$ cat config.mk
export PLATFORM = sky130hd
export DESIGN_NAME = aes_key_regs
export DESIGN_NICKNAME = d
export VERILOG_FILES = /design/src/rtl/core/aes_pkg.sv /design/src/rtl/core/aes_key_regs.sv
export SDC_FILE = /design/constraint.sdc
export NUM_CORES = 1
export LEC_CHECK = 0
export BUFFER_PORTS_ARGS = -buffer_cell sky130_fd_sc_hd__buf_2
export CAP_MARGIN = 20
export CORE_MARGIN = 4
export CORE_UTILIZATION = 25
export DETAILED_ROUTE_END_ITERATION = 10
export SLEW_MARGIN = 20
export SYNTH_ARGS = -nofsm -noshare
export SYNTH_HDL_FRONTEND = slang
export SYNTH_SLANG_ARGS = --single-unit
$ cat constraint.sdc
create_clock -name clk -period 1.4 [get_ports clk]
set_input_delay 0.21 -clock clk [delete_from_list [all_inputs] [get_ports clk]]
set_output_delay 0.21 -clock clk [all_outputs]
set_load 0.005 [all_outputs]
$ cat src/rtl/core/aes_pkg.sv
// Shared types, tables and round functions for the AES-128 encryption pipeline.
package aes_pkg;

	localparam int NUM_ROUNDS = 10;
	localparam int CFG_IDX_W = 1;
	localparam int KEY_PART_W = 64;

	localparam logic [CFG_IDX_W-1:0] REG_KEY_HIGH = 1'b0;
	localparam logic [CFG_IDX_W-1:0] REG_KEY_LOW = 1'b1;

	typedef struct packed {
		logic [127:0] state;
		logic [127:0] rkey;
	} pipe_t;

	localparam logic [7:0] RCON [0:NUM_ROUNDS] = '{
		8'h8d, 8'h01, 8'h02, 8'h04, 8'h08, 8'h10,
		8'h20, 8'h40, 8'h80, 8'h1b, 8'h36
	};

	localparam logic [3:0] ROW_SHIFT [0:15] = '{
		4'd0, 4'd5, 4'd10, 4'd15, 4'd4, 4'd9, 4'd14, 4'd3,
		4'd8, 4'd13, 4'd2, 4'd7, 4'd12, 4'd1, 4'd6, 4'd11
	};

	localparam logic [7:0] SBOX [0:255] = '{
		8'h63, 8'h7c, 8'h77, 8'h7b, 8'hf2, 8'h6b, 8'h6f, 8'hc5,
		8'h30, 8'h01, 8'h67, 8'h2b, 8'hfe, 8'hd7, 8'hab, 8'h76,
		8'hca, 8'h82, 8'hc9, 8'h7d, 8'hfa, 8'h59, 8'h47, 8'hf0,
		8'had, 8'hd4, 8'ha2, 8'haf, 8'h9c, 8'ha4, 8'h72, 8'hc0,
		8'hb7, 8'hfd, 8'h93, 8'h26, 8'h36, 8'h3f, 8'hf7, 8'hcc,
		8'h34, 8'ha5, 8'he5, 8'hf1, 8'h71, 8'hd8, 8'h31, 8'h15,
		8'h04, 8'hc7, 8'h23, 8'hc3, 8'h18, 8'h96, 8'h05, 8'h9a,
		8'h07, 8'h12, 8'h80, 8'he2, 8'heb, 8'h27, 8'hb2, 8'h75,
		8'h09, 8'h83, 8'h2c, 8'h1a, 8'h1b, 8'h6e, 8'h5a, 8'ha0,
		8'h52, 8'h3b, 8'hd6, 8'hb3, 8'h29, 8'he3, 8'h2f, 8'h84,
		8'h53, 8'hd1, 8'h00, 8'hed, 8'h20, 8'hfc, 8'hb1, 8'h5b,
		8'h6a, 8'hcb, 8'hbe, 8'h39, 8'h4a, 8'h4c, 8'h58, 8'hcf,
		8'hd0, 8'hef, 8'haa, 8'hfb, 8'h43, 8'h4d, 8'h33, 8'h85,
		8'h45, 8'hf9, 8'h02, 8'h7f, 8'h50, 8'h3c, 8'h9f, 8'ha8,
		8'h51, 8'ha3, 8'h40, 8'h8f, 8'h92, 8'h9d, 8'h38, 8'hf5,
		8'hbc, 8'hb6, 8'hda, 8'h21, 8'h10, 8'hff, 8'hf3, 8'hd2,
		8'hcd, 8'h0c, 8'h13, 8'hec, 8'h5f, 8'h97, 8'h44, 8'h17,
		8'hc4, 8'ha7, 8'h7e, 8'h3d, 8'h64, 8'h5d, 8'h19, 8'h73,
		8'h60, 8'h81, 8'h4f, 8'hdc, 8'h22, 8'h2a, 8'h90, 8'h88,
		8'h46, 8'hee, 8'hb8, 8'h14, 8'hde, 8'h5e, 8'h0b, 8'hdb,
		8'he0, 8'h32, 8'h3a, 8'h0a, 8'h49, 8'h06, 8'h24, 8'h5c,
		8'hc2, 8'hd3, 8'hac, 8'h62, 8'h91, 8'h95, 8'he4, 8'h79,
		8'he7, 8'hc8, 8'h37, 8'h6d, 8'h8d, 8'hd5, 8'h4e, 8'ha9,
		8'h6c, 8'h56, 8'hf4, 8'hea, 8'h65, 8'h7a, 8'hae, 8'h08,
		8'hba, 8'h78, 8'h25, 8'h2e, 8'h1c, 8'ha6, 8'hb4, 8'hc6,
		8'he8, 8'hdd, 8'h74, 8'h1f, 8'h4b, 8'hbd, 8'h8b, 8'h8a,
		8'h70, 8'h3e, 8'hb5, 8'h66, 8'h48, 8'h03, 8'hf6, 8'h0e,
		8'h61, 8'h35, 8'h57, 8'hb9, 8'h86, 8'hc1, 8'h1d, 8'h9e,
		8'he1, 8'hf8, 8'h98, 8'h11, 8'h69, 8'hd9, 8'h8e, 8'h94,
		8'h9b, 8'h1e, 8'h87, 8'he9, 8'hce, 8'h55, 8'h28, 8'hdf,
		8'h8c, 8'ha1, 8'h89, 8'h0d, 8'hbf, 8'he6, 8'h42, 8'h68,
		8'h41, 8'h99, 8'h2d, 8'h0f, 8'hb0, 8'h54, 8'hbb, 8'h16
	};

	function automatic logic [7:0] xtime(input logic [7:0] b);
		return {b[6:0], 1'b0} ^ (b[7] ? 8'h1b : 8'h00);
	endfunction

	function automatic logic [127:0] sub_shift(input logic [127:0] s);
		logic [127:0] t;
		t = '0;
		for (int i = 0; i < 16; i++) begin
			t[127-8*i -: 8] = SBOX[s[127-8*ROW_SHIFT[i] -: 8]];
		end
		return t;
	endfunction

	function automatic logic [31:0] mix_col(input logic [31:0] c);
		logic [7:0] a0, a1, a2, a3;
		a0 = c[31:24];
		a1 = c[23:16];
		a2 = c[15:8];
		a3 = c[7:0];
		return {
			xtime(a0) ^ xtime(a1) ^ a1 ^ a2 ^ a3,
			a0 ^ xtime(a1) ^ xtime(a2) ^ a2 ^ a3,
			a0 ^ a1 ^ xtime(a2) ^ xtime(a3) ^ a3,
			xtime(a0) ^ a0 ^ a1 ^ a2 ^ xtime(a3)
		};
	endfunction

	function automatic logic [127:0] mix_columns(input logic [127:0] s);
		logic [127:0] t;
		t = '0;
		for (int c = 0; c < 4; c++) begin
			t[127-32*c -: 32] = mix_col(s[127-32*c -: 32]);
		end
		return t;
	endfunction

	function automatic logic [127:0] key_next(input logic [127:0] k, input logic [7:0] rc);
		logic [31:0] w0, w1, w2, w3, t;
		w3 = k[31:0];
		t = {SBOX[w3[23:16]] ^ rc, SBOX[w3[15:8]], SBOX[w3[7:0]], SBOX[w3[31:24]]};
		w0 = k[127:96] ^ t;
		w1 = k[95:64] ^ w0;
		w2 = k[63:32] ^ w1;
		w3 = w3 ^ w2;
		return {w0, w1, w2, w3};
	endfunction

endpackage

$ cat src/rtl/core/aes_key_regs.sv
// Key register file written through the configuration port.
module aes_key_regs
	import aes_pkg::*;
(
	input  logic                  clk,
	input  logic                  arst_n,
	input  logic                  cfg_write,
	input  logic [CFG_IDX_W-1:0]  cfg_index,
	input  logic [KEY_PART_W-1:0] cfg_data,
	output logic [127:0]          key
);

	logic [KEY_PART_W-1:0] key_high_q;
	logic [KEY_PART_W-1:0] key_low_q;

	always_ff @(posedge clk or negedge arst_n) begin
		if (!arst_n) begin
			key_high_q <= '0;
			key_low_q <= '0;
		end else if (cfg_write) begin
			case (cfg_index)
				REG_KEY_HIGH: begin
					key_high_q <= cfg_data;
				end
				REG_KEY_LOW: begin
					key_low_q <= cfg_data;
				end
				default: begin
				end
			endcase
		end
	end

	assign key = {key_high_q, key_low_q};

endmodule

-- Word-level counts from Yosys, hierarchy flattened
Index checks and enable logic that the tools add are counted.
- flip-flop bits (word level): 128
- latch bits: 0
- memory bits (writable): 0
- ROM bits: 0
- input bits: 68
- output and inout bits: 128
- memories kept: 0
- $add $sub $neg: 0
- multipliers: 0
- divide/modulo/power cells: 0
- $lt $le $gt $ge: 0
- equality and inequality tests: 0
- shift-type cells: 0
- muxes and demuxes: 0
- bitwise operators: 1
- reduce and logical (&&, ||, !) cells: 2
- operators with widths (operator ; count):
    $reduce_and A2 Y1 ; 2
    $not A1 Y1 ; 1

-- Logic depth before layout (Yosys ltp)
- depth in word-level cells: 2
- gate-level depth with buffers: 4

-- Worst setup path before layout
OpenSTA, ideal clock, no wires.
- path type: in2reg
- start point: input cfg_write
- end point: register key_high_q[0]
- arrival: 0.928 ns
- data required time: 1.275 ns
- slack: 0.347 ns
- cell stages on the path: 4
- buffers on the path: 2
- cells stage by stage: nor2b_4 buf_12 buf_12 mux2_4
- cells in the longest elaborated chain, start to end: 1
- RTL lines (element ; line ; RTL):
    from (decl) ; aes_key_regs.sv:7 ; input logic cfg_write,
    $reduce_and A2 Y1 (no line) ; n/a ;
    to (signal assigned) ; aes_key_regs.sv:23 ; key_high_q <= cfg_data;
    to (decl) ; aes_key_regs.sv:13 ; logic [KEY_PART_W-1:0] key_high_q;
No other way between the ends.
A chain may end at the register's enable or synchronous reset.

-- Final worst setup path
- start point: register key_high_q[11]
- end point: output key[75]
- RTL lines (element ; line ; RTL):
    to (decl) ; aes_key_regs.sv:10 ; output logic [127:0] key
No word-level cell between the ends.

==> flow_metrics.env <==
export IMPL_max_freq_mhz=873
export IMPL_r2r_start="key_high_q[10]"
export IMPL_cts_resized=0
export IMPL_crit_path_start="key_high_q[11]"
export IMPL_cp_end_kind="primary output"
export IMPL_whs_path_depth=2
export IMPL_critical_path_top_delay_family="flip-flops"
export IMPL_dieArea_mm2=0.0229
export IMPL_synth_cells=271
export IMPL_drive_gt1_share_pct=73.6
export IMPL_ctsHoldBuffers=1
export IMPL_synth_distinct_cells=9
export IMPL_hold_end="key_low_q[12]"
export IMPL_cts_tree="yes"
export IMPL_routed_wl_um=11300
export IMPL_netlist_area_mm2=0.00513
export IMPL_slowest_stage="dfrtp_1"
export IMPL_fin_crit_ps=1150
export IMPL_skew_ps=0
export IMPL_vdd_drop_max_v=0.000731
export IMPL_clk_latency_ps=400
export IMPL_postCtsSetupBuffers=0
export IMPL_placementRows=52
export IMPL_critPathBufInv=1
export IMPL_rsz0062_at_grt="false"
export IMPL_p_per_area_mw_per_mm2=1540
export IMPL_place_congestion=0.729
export IMPL_grt_pass1_wl_um=18100
export IMPL_hold_viol=0
export IMPL_maxSlewViolCount=0
export IMPL_overflow=0
export IMPL_final_util_pct=34.5
export IMPL_tightest_slew_ps=345
export IMPL_drt_wirelength_per_cell_um=14.9
export IMPL_setup_viol=0
export IMPL_io_pins=196
export IMPL_arrival_ps=940
export IMPL_via_per_inst=4.03
export IMPL_synth_seq_cells=128
export IMPL_drc_errors=0
export IMPL_seq_area_frac_synth_pct=62.4
export IMPL_fin_tns_setup_ps=0
export IMPL_syn_to_final_growth_pct=35.9
export IMPL_final_antenna_net_count=0
export IMPL_status="completed"
export IMPL_r2r_end="key_high_q[10]"
export IMPL_core_mm2=0.0202
export IMPL_cts_sinks=128
export IMPL_leakagePower_nw=3.41
export IMPL_crit_chain="buf_2"
export IMPL_min_period_over_period_pct=81.8
export IMPL_drtIter0Drc=46
export IMPL_clk_pin_slew_worst_paths_ps=60
export IMPL_postSynthAreaPerCell_um2=18.9
export IMPL_reg2reg_depth=1
export IMPL_ys_warn_count=0
export IMPL_die_x_um=151
export IMPL_die_h_um=151
export IMPL_root_buffer="clkbuf_16"
export IMPL_final_nets=548
export IMPL_dp_slack_ps=75.0
export IMPL_n_antenna_cell=0
export IMPL_dr_pass1_iters=4
export IMPL_drv_cap=0
export IMPL_clockBufferDepth=2
export IMPL_path_class="flop to primary output"
export IMPL_grt_pass1_vias=3426
export IMPL_grt_max_degree=65
export IMPL_crit_fanout=2
export IMPL_cpPeakStageDelay_ps=400
export IMPL_slew_headroom_pct=77.0
export IMPL_start_kind="flop"
export IMPL_dpl_hpwl_um=8230
export IMPL_hold_class="primary input to flop"
export IMPL_required_ps=1190
export IMPL_grt_use_total_pct=9.94
export IMPL_setup_ws_ps=255
export IMPL_vias=3072
export IMPL_antenna_found_initial=0
export IMPL_r2r_setup_slack_ps=610
export IMPL_min_from="cfg_data[12]"
export IMPL_start_util_pct=25.4
export IMPL_syn_nets=339
export IMPL_cts_buffers=17
export IMPL_portBuffers=195
export IMPL_htree_levels=4
logic make-up (layout without fill, tap and decap cells):
logic type	Yosys count	count (layout)	share of synthesized area, %
simple gates	2	2	0.488
mux	128	128	32.8
flops	128	128	62.4
buf+inv	13	235	4.24
power breakdown:
| group | leakage [nW] | internal, mW | switching, mW | total (mW) |
|---|---|---|---|---|
| combinational | 1.61 | 1.07 | 0.652 | 1.72 |
| clock | 0.296 | 2.84 | 1.65 | 4.49 |
| sequential | 1.50 | 4.25 | 0.297 | 4.55 |
| total | 3.41 | 8.16 | 2.60 | 10.8 |
Yosys cell counts:
cell type  instances  area share [%]
buf_6              2            0.44
nor2b_4            1            0.27
mux2_2            62              14
mux2_4            65              19
mux2_1             1            0.22
buf_12             7             2.7
dfrtp_1          128              62
clkbuf_8           4             1.1
nand2_4            1            0.22
layout by cell type (no fill, tap or decap):
cell,synthesis,final
buf_2,0,194
dfrtp_1,128,128
mux2_4,65,65
mux2_2,62,62
clkbuf_16,0,17
buf_12,7,6
clkinv_2,0,5
bufinv_16,0,3
clkinv_4,0,3
clkinvlp_4,0,2
buf_4,0,2
nor2b_4,1,1
nand2_4,1,1
mux2_1,1,1
clkbuf_8,4,1
inv_6,0,1
dlygate4sd3_1,0,1
layer usage:
layer	vias to the layer above	share of wire, %	GRT usage (%)
met5	-	0	0
met4	0	1.4	3.76
met3	10	9.5	4.28
met2	130	45	15.2
met1	1546	44	12.4
li1	1386	-	-
worst max path at each step:
| stage | slack (ps) | cells after the start | to |
|---|---|---|---|
| 3_3_place_gp | 100 | 4 | key_high_q[28] |
| 5_1_grt | 200 | 1 | key[104] |
| 6_report | 250 | 1 | key[75] |
| 2_1_floorplan | 350 | 4 | key_high_q[0] |
| 4_1_cts | 220 | 1 | key[74] |
| 3_5_place_dp | 70 | 4 | key_high_q[29] |
cell type report:
type / instances / area [µm²]
clock buffer: 18 / 439
tap: 270 / 338
sequential: 128 / 3200
fill: 1982 / 13300
timing repair buffer: 203 / 1120
multi-input combinational: 130 / 1710
clock inverter: 14 / 165
registers in the layout, summed over array words and instances (netlist names):
| register | flops |
|---|---|
| key_low_q | 64 |
| key_high_q | 64 |
stage by stage:
step | area [µm²] | total power [mW] | std cells | hold slack [ps]
2_1_floorplan | 5130 | 5.45 | 271 | -85.6
3_3_place_gp | 6360 | 6.30 | 730 | 55.6
3_5_place_dp | 6360 | 6.36 | 730 | 54.8
4_1_cts | 6970 | 11.0 | 763 | 8.17
5_1_grt | 6970 | 11.3 | 763 | 22.8
6_report | 6970 | 10.8 | 763 | 38.7
Note: power is estimated with default switching activity, not from simulation.
